--- src/rtl/rau_pkg.sv ---
package rau_pkg;

    localparam int OperandWidthDefault = 16;
    localparam int ResNumWidth         = 32;
    localparam int ResDenWidth         = 31;
    localparam int CmdWidth            = 3;

    typedef enum logic [CmdWidth-1:0] {
        CMD_ADD   = 3'd0,
        CMD_SUB   = 3'd1,
        CMD_MUL   = 3'd2,
        CMD_DIV   = 3'd3,
        CMD_CMP   = 3'd4,
        CMD_SIMP  = 3'd5,
        CMD_RECIP = 3'd6,
        CMD_NONE  = 3'd7
    } cmd_t;

    typedef enum logic [3:0] {
        ST_IDLE,
        ST_GCD_DIV,
        ST_GCD_STEP,
        ST_QA_DIV,
        ST_L_MUL,
        ST_PA_DIV,
        ST_PA_MUL,
        ST_PB_DIV,
        ST_PB_MUL,
        ST_M1_MUL,
        ST_M2_MUL,
        ST_SN_DIV,
        ST_SD_DIV,
        ST_FINISH,
        ST_OUT
    } state_t;

endpackage

--- src/rtl/rau_if.sv ---
interface rau_in_if #(parameter int W = rau_pkg::OperandWidthDefault);
    logic                      valid;
    logic                      ready;
    logic [rau_pkg::CmdWidth-1:0] cmd;
    logic signed [W-1:0]       num_a;
    logic [W-2:0]              den_a;
    logic signed [W-1:0]       num_b;
    logic [W-2:0]              den_b;

    modport source (output valid, cmd, num_a, den_a, num_b, den_b, input ready);
    modport sink   (input valid, cmd, num_a, den_a, num_b, den_b, output ready);
endinterface

interface rau_out_if;
    logic                                   valid;
    logic                                   ready;
    logic signed [rau_pkg::ResNumWidth-1:0] res_num;
    logic [rau_pkg::ResDenWidth-1:0]        res_den;
    logic                                   greater;
    logic                                   less;
    logic                                   equal;
    logic                                   zero_den_error;

    modport source (output valid, res_num, res_den, greater, less, equal, zero_den_error,
                    input ready);
    modport sink   (input valid, res_num, res_den, greater, less, equal, zero_den_error,
                    output ready);
endinterface

--- src/rtl/rational_arithmetic_unit.sv ---
// channel | dir | handshake   | payload
// in      | in  | valid/ready | cmd, num_a, den_a, num_b, den_b
// out     | out | valid/ready | res_num, res_den, greater, less, equal, zero_den_error
// one item at a time; a bit-serial shift-subtract divider and a shift-add
// multiplier do all the work
// add/sub: gcd (up to about 1.5*W steps) + 6 serial ops; mul/cmp/div:
// 2 ops; simplify: gcd + 2 ops; reciprocal and division by zero: none
// plus the setup, output and idle states, and a combine step for add/sub/mul/div/cmp
// reset clears control only; out holds its item until ready, in is stalled meanwhile
module rational_arithmetic_unit #(
    parameter int OPERAND_WIDTH = rau_pkg::OperandWidthDefault
) (
    input  logic     clk,
    input  logic     rst_n,
    rau_in_if.sink   in_ch,
    rau_out_if.source out_ch
);
    import rau_pkg::*;

    localparam int W  = OPERAND_WIDTH;
    // working width: products of two W-bit magnitudes
    localparam int XW = 2 * W + 2;
    localparam int CW = $clog2(XW + 1);
    // saturation compare width: at least the 33 bits of the signed limits
    localparam int SW = (XW + 1 > 33) ? XW + 1 : 33;

    state_t state_reg, state_next;
    cmd_t   cmd_reg;
    logic signed [W-1:0] na_reg, nb_reg;
    logic [W-2:0]        da_reg, db_reg;

    // serial unit registers
    logic [XW-1:0] acc_reg;    // remainder or product
    logic [XW-1:0] opa_reg;    // dividend or multiplicand (shifted)
    logic [XW-1:0] opb_reg;    // divisor or multiplier (shifted)
    logic [XW-1:0] quo_reg;
    logic [CW-1:0] cnt_reg;

    // gcd and intermediate values
    logic [W-1:0]  gx_reg, gy_reg;
    logic [XW-1:0] l_reg, pa_reg, t_reg;
    logic signed [XW:0] rn_reg;
    logic [XW-1:0] rd_reg;
    logic          gt_reg, lt_reg, eq_reg, err_reg;

    logic [XW-1:0] abs_na, abs_nb;
    logic          in_fire, out_fire, unit_done;
    logic [XW:0]   trial;
    logic          result_ready;
    logic signed [SW-1:0] rn_wide;
    logic [SW-1:0]        rd_wide;

    assign abs_na = XW'(na_reg[W-1] ? -{{(XW-W){1'b1}}, na_reg} : {{(XW-W){1'b0}}, na_reg});
    assign abs_nb = XW'(nb_reg[W-1] ? -{{(XW-W){1'b1}}, nb_reg} : {{(XW-W){1'b0}}, nb_reg});

    assign in_fire   = in_ch.valid && in_ch.ready;
    assign out_fire  = out_ch.valid && out_ch.ready;
    assign unit_done = (cnt_reg == CW'(XW - 1));
    // restoring division step: remainder shifted with next dividend bit
    assign trial = {acc_reg, opa_reg[XW-1]} - {1'b0, opb_reg};

    // add/sub/mul/div/cmp results only shown after the combine step, unless in error
    assign result_ready = err_reg || (cnt_reg != '0)
        || !(cmd_reg == CMD_ADD || cmd_reg == CMD_SUB || cmd_reg == CMD_MUL
             || cmd_reg == CMD_DIV || cmd_reg == CMD_CMP);

    function automatic logic is_div(state_t s);
        return s == ST_GCD_DIV || s == ST_QA_DIV || s == ST_PA_DIV || s == ST_PB_DIV
            || s == ST_SN_DIV || s == ST_SD_DIV;
    endfunction

    function automatic logic is_mul(state_t s);
        return s == ST_L_MUL || s == ST_PA_MUL || s == ST_PB_MUL
            || s == ST_M1_MUL || s == ST_M2_MUL;
    endfunction

    // next state
    always_comb
    begin
        state_next = state_reg;
        unique case (state_reg)
            ST_IDLE:
                if (in_fire)
                    state_next = ST_FINISH;
            ST_GCD_STEP:
                if (gy_reg == '0)
                    state_next = (cmd_reg == CMD_SIMP) ? ST_SN_DIV : ST_QA_DIV;
                else
                    state_next = ST_GCD_DIV;
            ST_GCD_DIV:  if (unit_done) state_next = ST_GCD_STEP;
            ST_QA_DIV:   if (unit_done) state_next = ST_L_MUL;
            ST_L_MUL:    if (unit_done) state_next = ST_PA_DIV;
            ST_PA_DIV:   if (unit_done) state_next = ST_PA_MUL;
            ST_PA_MUL:   if (unit_done) state_next = ST_PB_DIV;
            ST_PB_DIV:   if (unit_done) state_next = ST_PB_MUL;
            ST_PB_MUL:   if (unit_done) state_next = ST_OUT;
            ST_M1_MUL:   if (unit_done) state_next = ST_M2_MUL;
            ST_M2_MUL:   if (unit_done) state_next = ST_OUT;
            ST_SN_DIV:   if (unit_done) state_next = ST_SD_DIV;
            ST_SD_DIV:   if (unit_done) state_next = ST_OUT;
            ST_FINISH:
            begin
                if (err_reg)
                    state_next = ST_OUT;
                else
                begin
                    unique case (cmd_reg)
                        CMD_ADD, CMD_SUB, CMD_SIMP: state_next = ST_GCD_STEP;
                        CMD_MUL, CMD_CMP:           state_next = ST_M1_MUL;
                        CMD_DIV:
                            state_next = (nb_reg == '0) ? ST_OUT : ST_M1_MUL;
                        default:                    state_next = ST_OUT;
                    endcase
                end
            end
            ST_OUT:
                if (out_fire)
                    state_next = ST_IDLE;
            default: state_next = ST_IDLE;
        endcase
    end

    // outputs of the handshake
    always_comb
    begin
        in_ch.ready  = (state_reg == ST_IDLE);
        out_ch.valid = (state_reg == ST_OUT) && result_ready;
    end

    always_ff @(posedge clk or negedge rst_n)
    begin
        if (!rst_n)
            state_reg <= ST_IDLE;
        else
            state_reg <= state_next;
    end

    // datapath
    always_ff @(posedge clk)
    begin
        // serial unit: counter advances in every arithmetic state
        if (is_div(state_reg))
        begin
            opa_reg <= {opa_reg[XW-2:0], 1'b0};
            if (!trial[XW])
            begin
                acc_reg <= trial[XW-1:0];
                quo_reg <= {quo_reg[XW-2:0], 1'b1};
            end
            else
            begin
                acc_reg <= {acc_reg[XW-2:0], opa_reg[XW-1]};
                quo_reg <= {quo_reg[XW-2:0], 1'b0};
            end
            cnt_reg <= unit_done ? '0 : cnt_reg + 1'b1;
        end
        else if (is_mul(state_reg))
        begin
            if (opb_reg[0])
                acc_reg <= acc_reg + opa_reg;
            opa_reg <= {opa_reg[XW-2:0], 1'b0};
            opb_reg <= {1'b0, opb_reg[XW-1:1]};
            cnt_reg <= unit_done ? '0 : cnt_reg + 1'b1;
        end

        unique case (state_reg)
            ST_IDLE:
                if (in_fire)
                begin
                    cmd_reg <= cmd_t'(in_ch.cmd);
                    na_reg  <= in_ch.num_a;
                    nb_reg  <= in_ch.num_b;
                    da_reg  <= in_ch.den_a;
                    db_reg  <= in_ch.den_b;
                    err_reg <= (in_ch.cmd != CMD_NONE) && ((in_ch.den_a == '0)
                        || (in_ch.cmd <= CMD_CMP && in_ch.den_b == '0));
                    cnt_reg <= '0;
                end
            ST_FINISH:
            begin
                gt_reg <= 1'b0;
                lt_reg <= 1'b0;
                eq_reg <= 1'b0;
                rn_reg <= '0;
                rd_reg <= '0;
                acc_reg <= '0;
                if (cmd_reg == CMD_SIMP)
                begin
                    gx_reg <= W'(abs_na);
                    gy_reg <= W'(da_reg);
                end
                else
                begin
                    gx_reg <= W'(da_reg);
                    gy_reg <= W'(db_reg);
                end
                // first multiplication operands
                if (cmd_reg == CMD_DIV || cmd_reg == CMD_CMP)
                begin
                    opa_reg <= abs_na;
                    opb_reg <= XW'(db_reg);
                end
                else
                begin
                    opa_reg <= abs_na;
                    opb_reg <= abs_nb;
                end
                if (!err_reg)
                begin
                    if (cmd_reg == CMD_DIV && nb_reg == '0)
                        err_reg <= 1'b1;
                    if (cmd_reg == CMD_RECIP)
                    begin
                        if (na_reg == '0)
                            err_reg <= 1'b1;
                        rn_reg <= na_reg[W-1] ? -$signed({1'b0, XW'(da_reg)})
                                              : $signed({1'b0, XW'(da_reg)});
                        rd_reg <= abs_na;
                    end
                end
            end
            ST_GCD_STEP:
            begin
                acc_reg <= '0;
                opa_reg <= XW'(gx_reg);
                opb_reg <= XW'(gy_reg);
                // gcd done: prepare next division
                if (gy_reg == '0)
                begin
                    if (cmd_reg == CMD_SIMP)
                    begin
                        if (gx_reg == '0)
                            gx_reg <= W'(1);
                        opa_reg <= abs_na;
                        opb_reg <= (gx_reg == '0) ? XW'(1) : XW'(gx_reg);
                    end
                    else
                    begin
                        opa_reg <= XW'(da_reg);
                        opb_reg <= XW'(gx_reg);
                    end
                end
            end
            ST_GCD_DIV:
                if (unit_done)
                begin
                    gx_reg <= gy_reg;
                    gy_reg <= W'(trial[XW] ? {acc_reg[XW-2:0], opa_reg[XW-1]}
                                           : trial[XW-1:0]);
                end
            default: ;
        endcase

        // transitions between serial operations
        if (unit_done)
        begin
            unique case (state_reg)
                ST_QA_DIV:
                begin
                    acc_reg <= '0;
                    opa_reg <= {quo_reg[XW-2:0], ~trial[XW]};
                    opb_reg <= XW'(db_reg);
                end
                ST_L_MUL:
                begin
                    l_reg   <= acc_reg + (opb_reg[0] ? opa_reg : '0);
                    acc_reg <= '0;
                    opa_reg <= acc_reg + (opb_reg[0] ? opa_reg : '0);
                    opb_reg <= XW'(da_reg);
                end
                ST_PA_DIV:
                begin
                    acc_reg <= '0;
                    opa_reg <= {quo_reg[XW-2:0], ~trial[XW]};
                    opb_reg <= abs_na;
                end
                ST_PA_MUL:
                begin
                    pa_reg  <= acc_reg + (opb_reg[0] ? opa_reg : '0);
                    acc_reg <= '0;
                    opa_reg <= l_reg;
                    opb_reg <= XW'(db_reg);
                end
                ST_PB_DIV:
                begin
                    acc_reg <= '0;
                    opa_reg <= {quo_reg[XW-2:0], ~trial[XW]};
                    opb_reg <= abs_nb;
                end
                ST_PB_MUL:
                begin
                    t_reg <= acc_reg + (opb_reg[0] ? opa_reg : '0);
                    rd_reg <= l_reg;
                end
                ST_M1_MUL:
                begin
                    pa_reg  <= acc_reg + (opb_reg[0] ? opa_reg : '0);
                    acc_reg <= '0;
                    opa_reg <= (cmd_reg == CMD_MUL) ? XW'(da_reg) : abs_nb;
                    opb_reg <= (cmd_reg == CMD_MUL) ? XW'(db_reg) : XW'(da_reg);
                end
                ST_M2_MUL:
                    t_reg <= acc_reg + (opb_reg[0] ? opa_reg : '0);
                ST_SN_DIV:
                begin
                    t_reg   <= {quo_reg[XW-2:0], ~trial[XW]};
                    acc_reg <= '0;
                    opa_reg <= XW'(da_reg);
                    opb_reg <= XW'(gx_reg);
                end
                ST_SD_DIV:
                begin
                    rd_reg <= {quo_reg[XW-2:0], ~trial[XW]};
                    rn_reg <= na_reg[W-1] ? -$signed({1'b0, t_reg}) : $signed({1'b0, t_reg});
                end
                default: ;
            endcase
        end

        // combine signed products into the result once, entering ST_OUT
        if (state_reg == ST_OUT && state_next == ST_OUT && cnt_reg == '0 && !err_reg)
        begin
            cnt_reg <= CW'(1);
            unique case (cmd_reg)
                CMD_ADD, CMD_SUB:
                    rn_reg <= (na_reg[W-1] ? -$signed({1'b0, pa_reg}) : $signed({1'b0, pa_reg}))
                        + (((cmd_reg == CMD_SUB) != nb_reg[W-1])
                           ? -$signed({1'b0, t_reg}) : $signed({1'b0, t_reg}));
                CMD_MUL:
                begin
                    rn_reg <= (na_reg[W-1] != nb_reg[W-1]) ? -$signed({1'b0, pa_reg})
                                                           : $signed({1'b0, pa_reg});
                    rd_reg <= t_reg;
                end
                CMD_DIV:
                begin
                    rn_reg <= (na_reg[W-1] != nb_reg[W-1]) ? -$signed({1'b0, pa_reg})
                                                           : $signed({1'b0, pa_reg});
                    rd_reg <= t_reg;
                end
                CMD_CMP:
                begin
                    // signed cross products x = na*db, y = nb*da
                    gt_reg <= (na_reg[W-1] ? -$signed({1'b0, pa_reg}) : $signed({1'b0, pa_reg}))
                            > (nb_reg[W-1] ? -$signed({1'b0, t_reg}) : $signed({1'b0, t_reg}));
                    lt_reg <= (na_reg[W-1] ? -$signed({1'b0, pa_reg}) : $signed({1'b0, pa_reg}))
                            < (nb_reg[W-1] ? -$signed({1'b0, t_reg}) : $signed({1'b0, t_reg}));
                    eq_reg <= (na_reg[W-1] ? -$signed({1'b0, pa_reg}) : $signed({1'b0, pa_reg}))
                           == (nb_reg[W-1] ? -$signed({1'b0, t_reg}) : $signed({1'b0, t_reg}));
                end
                default: ;
            endcase
        end
        else if (out_fire)
            cnt_reg <= '0;
    end

    // results widened so the 32-bit limits compare correctly at any operand width
    assign rn_wide = SW'(rn_reg);
    assign rd_wide = SW'(rd_reg);

    // output packing with saturation
    always_comb
    begin
        out_ch.greater        = gt_reg && !err_reg && result_ready;
        out_ch.less           = lt_reg && !err_reg && result_ready;
        out_ch.equal          = eq_reg && !err_reg && result_ready;
        out_ch.zero_den_error = err_reg;
        if (err_reg || cmd_reg == CMD_CMP || cmd_reg == CMD_NONE || !result_ready)
        begin
            out_ch.res_num = '0;
            out_ch.res_den = '0;
        end
        else
        begin
            if (rn_wide > $signed(SW'(33'sh07fffffff)))
                out_ch.res_num = 32'sh7fffffff;
            else if (rn_wide < -$signed(SW'(33'sh080000000)))
                out_ch.res_num = 32'sh80000000;
            else
                out_ch.res_num = ResNumWidth'(rn_wide);
            if (rd_wide > SW'(32'h7fffffff))
                out_ch.res_den = 31'h7fffffff;
            else
                out_ch.res_den = ResDenWidth'(rd_wide);
        end
    end

endmodule

--- src/flat_wrapper.sv ---
// flat-port wrapper written by rule: the top's interface ports become plain ports
module rational_arithmetic_unit_flat import rau_pkg::*;
#(
    parameter int OPERAND_WIDTH = rau_pkg::OperandWidthDefault
)
  (clk, rst_n, in_ch_valid, in_ch_cmd, in_ch_num_a, in_ch_den_a, in_ch_num_b, in_ch_den_b, in_ch_ready, out_ch_valid, out_ch_res_num, out_ch_res_den, out_ch_greater, out_ch_less, out_ch_equal, out_ch_zero_den_error, out_ch_ready);
  rau_in_if in_ch_i ();
  rau_out_if out_ch_i ();
  input  logic clk;
  input  logic rst_n;
  input wire logic [$bits(in_ch_i.valid)-1:0] in_ch_valid;
  input wire logic [$bits(in_ch_i.cmd)-1:0] in_ch_cmd;
  input wire logic [$bits(in_ch_i.num_a)-1:0] in_ch_num_a;
  input wire logic [$bits(in_ch_i.den_a)-1:0] in_ch_den_a;
  input wire logic [$bits(in_ch_i.num_b)-1:0] in_ch_num_b;
  input wire logic [$bits(in_ch_i.den_b)-1:0] in_ch_den_b;
  output wire logic [$bits(in_ch_i.ready)-1:0] in_ch_ready;
  output wire logic [$bits(out_ch_i.valid)-1:0] out_ch_valid;
  output wire logic [$bits(out_ch_i.res_num)-1:0] out_ch_res_num;
  output wire logic [$bits(out_ch_i.res_den)-1:0] out_ch_res_den;
  output wire logic [$bits(out_ch_i.greater)-1:0] out_ch_greater;
  output wire logic [$bits(out_ch_i.less)-1:0] out_ch_less;
  output wire logic [$bits(out_ch_i.equal)-1:0] out_ch_equal;
  output wire logic [$bits(out_ch_i.zero_den_error)-1:0] out_ch_zero_den_error;
  input wire logic [$bits(out_ch_i.ready)-1:0] out_ch_ready;
  assign in_ch_i.valid = in_ch_valid;
  assign in_ch_i.cmd = in_ch_cmd;
  assign in_ch_i.num_a = in_ch_num_a;
  assign in_ch_i.den_a = in_ch_den_a;
  assign in_ch_i.num_b = in_ch_num_b;
  assign in_ch_i.den_b = in_ch_den_b;
  assign in_ch_ready = in_ch_i.ready;
  assign out_ch_valid = out_ch_i.valid;
  assign out_ch_res_num = out_ch_i.res_num;
  assign out_ch_res_den = out_ch_i.res_den;
  assign out_ch_greater = out_ch_i.greater;
  assign out_ch_less = out_ch_i.less;
  assign out_ch_equal = out_ch_i.equal;
  assign out_ch_zero_den_error = out_ch_i.zero_den_error;
  assign out_ch_i.ready = out_ch_ready;
  rational_arithmetic_unit #(.OPERAND_WIDTH(OPERAND_WIDTH)) u_core (.clk(clk), .rst_n(rst_n), .in_ch(in_ch_i), .out_ch(out_ch_i));
endmodule
--- config.mk ---
export PLATFORM = sky130hd
export DESIGN_NAME = rational_arithmetic_unit_flat
export DESIGN_NICKNAME = d
export VERILOG_FILES = /design/src/rtl/rau_pkg.sv /design/src/rtl/rau_if.sv /design/src/rtl/rational_arithmetic_unit.sv /design/src/flat_wrapper.sv
export SDC_FILE = /design/constraint.sdc
export NUM_CORES = 1
export LEC_CHECK = 0
export ABC_AREA = 1
export BUFFER_PORTS_ARGS = -buffer_cell sky130_fd_sc_hd__buf_2
export CORE_MARGIN = 5
export CORE_UTILIZATION = 40
export CTS_CLUSTER_DIAMETER = 100
export CTS_CLUSTER_SIZE = 28
export DETAILED_ROUTE_END_ITERATION = 6
export PLACE_DENSITY = 0.68
export SLEW_MARGIN = 10
export SYNTH_ARGS = -nofsm -noshare
export SYNTH_HDL_FRONTEND = slang
export SYNTH_SLANG_ARGS = --single-unit
--- constraint.sdc ---
create_clock -name clk -period 3.8 [get_ports clk]
set_input_delay 0.76 -clock clk [delete_from_list [all_inputs] [get_ports clk]]
set_output_delay 0.76 -clock clk [all_outputs]
set_load 0.01 [all_outputs]
==> run metrics <==
relative slew slack between 20% and 30%; number of flip-flops in the largest register 35; most frequent cells in the layout 895 x nand2_1, 597 x inv_1, 444 x buf_4, 432 x a21oi_1, 432 x o21ai_0; worst hold slack a little over 0.3 ns; Clock Power Share approximately 9.7%; Synth top area share a little over a fifth; number of port buffers around 140; failing checks DRC, setup timing; clk slew on worst S/H paths approximately 0.12 ns; synth top area cells edfxtp_1 21%, dfxtp_1 11%, nand2_1 11%; Syn Inst Count 4687; Synth async-reset ratio 0.959%; Fin Clk Skew 0.0394 ns; Mapped Area between 30000 and 40000 um^2; gr usage total between 30% and 40%; Simple-Gate Fraction of Synth Area 21.5%; Fin. Hold Viols 0; starting density of the core roughly 40%; initial antenna violation count 2; CTS Buffer Depth 3; worst setup margin -0.0896 ns; DRC violations left 16; WHS Path Cells 1; Synth Area in Compound Gates 24.5%; Int Pwr 0.0160 W; Switching Fraction roughly 53%; CP max-delay cell edfxtp_1; FF-to-FF End u_core.lt_reg; post-route cell area ~40000 um^2; Stages on worst setup path 22; hold_sp in_ch_num_a[9]; syn_area_per_cell 7.00 um^2; CP bufs+invs 5; Synth Area in XOR/XNOR roughly 4.2%; DR WL/cell about 23 um; clk root buf clkbuf_16; share of layout cells above drive strength 1 18.0%; clock tree sinks between 400 and 500; adder-cell share of the synthesized area about 7%; Total Power ~0.034 W; Max-Cap Viols 0; main combinational cell family by area after synthesis compound AO/OA/AOI/OAI gates; Sequential Power Share between 20% and 30%; Crit. End Element flip-flop; hold path endpoint u_core.na_reg[9]; arrival time worst endpoint 4.38 ns; largest net degree at the start of global routing 88; TritonCTS clock tree yes; ANT nets after route 0; Initial DRC Count approximately 4000; Routability Congestion about 1; Die W 296 um; first-pass GRT wire length 206000 um; worst reg2reg setup slack -0.09 ns; Multi-input gate area about 20000 um^2; WP data required ~4.3 ns; Detailed Routing Iterations Pass 1 7; register area share after synthesis 32.6%; RSZ-0062 raised after global routing yes; die area around 88000 um^2; Slew Limit Fails 0; vias in the first global route 33356; EDFF count, synth roughly 230; Post-Place Cells just over 6000; die height a little under 300 um; Area Growth Syn to Fin 21.1%; # fillers 8340; status finished with violations; H-tree depth 1; Post-DP Area between 30000 and 40000 um^2; Largest delay share family, worst path simple AND/OR/NAND/NOR gates; fin crit share 102%; # setup viols final 2; RR Startpoint u_core.pa_reg[1]; nets around 5400; mux contribution to synthesized area 0.340%; type of origin of the critical path flip-flop; P per Cell Area ~850 nW/um^2; Worst-Margin Slew roughly 1.1 ns; vias per cell 5.72; LEAKAGE ~18 nW; Netlist cell types slightly above 70; row cnt about 110; CP max FO 3; #FFs+latches synth around 420; minimum clock period a little under 4 ns; Boundary Pins between 100 and 150; Net Count, Synth a little under 5000; critical-path cell list inv_2 -> ha_4 -> nand4_1 -> nand3b_1 -> nor2_4 -> nand2_2 -> nor3_4 -> nand2_2 -> buf_6 -> nor3_4 -> nor2_2 -> ha_1 -> nand4_1 -> nor3_2 -> buf_4 -> inv_2 -> nor4_2 -> buf_4 -> nand3_2 -> nand3_2 -> xnor2_2 -> o21ai_1; Max Fclk around 0.26 GHz; DR vias roughly 35000; dominant synthesized flop cell edfxtp_1; Routed WL around 140000 um; Worst-Skew Late Latency approximately 0.62 ns; critical path type flip-flop to flip-flop; worst hold path type primary input to flip-flop; Ys Warns 0; # diodes 0; setup_tns -0.177 ns; Layout Cells excl Fill roughly 6200; storage element area roughly 11000 um^2; sw power 0.0179 W; Logic pwr share between 60% and 70%; most common cell after layout, fill and taps aside nand2_1; crit-path max cell delay between 0.4 and 0.5 ns; grt ovf 0; Reg2Reg Depth 22; Detail Placement HPWL around 110000 um; cell taking the most area after synthesis edfxtp_1; VDD IR max 0.540 mV; clock buffer count from CTS 24; Core Area 81700 um^2
[cell families after synthesis]
group,count (synthesis)
AND/OR/NAND/NOR,1688
AO/OA/AOI/OAI,1394
buffers and inverters,836
flip-flops,417
adder cells (fa/ha/maj),183
XOR/XNOR,158
multiplexers,11
[through the flow]
stage | worst slack (ns) | util (%)
finish | -0.0896 | 48.6
global route | -0.277 | 48.6
CTS | -0.0666 | 47.3
detailed placement | -0.328 | 45.6
global placement | -0.237 | 45.6
floorplan | 0.0831 | -
[cells in the mapped netlist, types with 21 or more instances]
cell / n
inv_1: 614
o22ai_1: 98
a221oi_1: 42
or2_2: 21
a31oi_1: 32
clkbuf_1: 149
xor2_1: 110
o21ai_0: 488
nor2_1: 428
nor4_1: 27
xnor2_1: 48
a21oi_1: 455
a211oi_1: 34
o221ai_1: 41
buf_2: 34
ha_1: 179
o21bai_1: 22
nand2_1: 925
o21ai_1: 30
nand3_1: 137
o211ai_1: 55
edfxtp_1: 233
dfxtp_1: 180
nor3_1: 52
nand4_1: 50
[repair_timing]
action	in CTS	in global routing
pin swaps	20	89
gates resized for setup	86	219
gates cloned	0	0
hold buffers	1	0
hold endpoints to repair	4	0
setup buffers	24	34
setup endpoints to repair	73	64
[worst max-delay path by stage]
stage / from / end / slack, ns
after floorplan: u_core.na_reg[15] / u_core.rn_reg[16] / 0.08
after global placement: u_core.pa_reg[1] / u_core.rn_reg[30] / -0.24
after detailed placement: u_core.t_reg[0] / u_core.lt_reg / -0.33
after CTS: u_core.pa_reg[0] / u_core.rn_reg[30] / -0.07
after global routing: u_core.pa_reg[1] / u_core.gt_reg / -0.28
final: u_core.pa_reg[1] / u_core.lt_reg / -0.09
[area by class of cell]
| cell class | instances | area share [%] |
|---|---|---|
| well taps | 1070 | 3.37 |
| inverters | 636 | 6.04 |
| flip-flops and latches | 417 | 26.9 |
| clock buffers | 30 | 1.68 |
| repair buffers | 600 | 10.9 |
| clock inverters | 14 | 0.567 |
| multi-input cells | 3434 | 50.5 |
[power by group through the flow]
| stage | clock network (W) | registers [W] | logic [W] |
|---|---|---|---|
| 6_report | 0.00331 | 0.00802 | 0.0226 |
| 5_1_grt | 0.00348 | 0.00810 | 0.0250 |
| 4_1_cts | 0.00335 | 0.00795 | 0.0220 |
| 3_5_place_dp | 0 | 0.00805 | 0.0218 |
| 3_3_place_gp | 0 | 0.00803 | 0.0216 |
| 2_1_floorplan | 0 | 0.00756 | 0.0148 |
[worst register-to-register path: cells and delay by family (launching register included)]
family | cells | cell delay [ns]
flip-flops | 1 | 0.44
AND/OR/NAND/NOR | 13 | 2.10
AO/OA/AOI/OAI | 1 | 0.07
XOR/XNOR | 1 | 0.12
adder cells (fa/ha/maj) | 2 | 0.45
buffers and inverters | 5 | 0.60
[metal layers]
metal,GRT usage [%],up-vias,routed length [um]
li1,-,16925,-
met1,41.6,16480,58700
met2,48.8,1756,61800
met3,5.82,297,13300
met4,11.2,2,6490
met5,0,-,7
No activity file was read; power rests on OpenSTA's default activity.
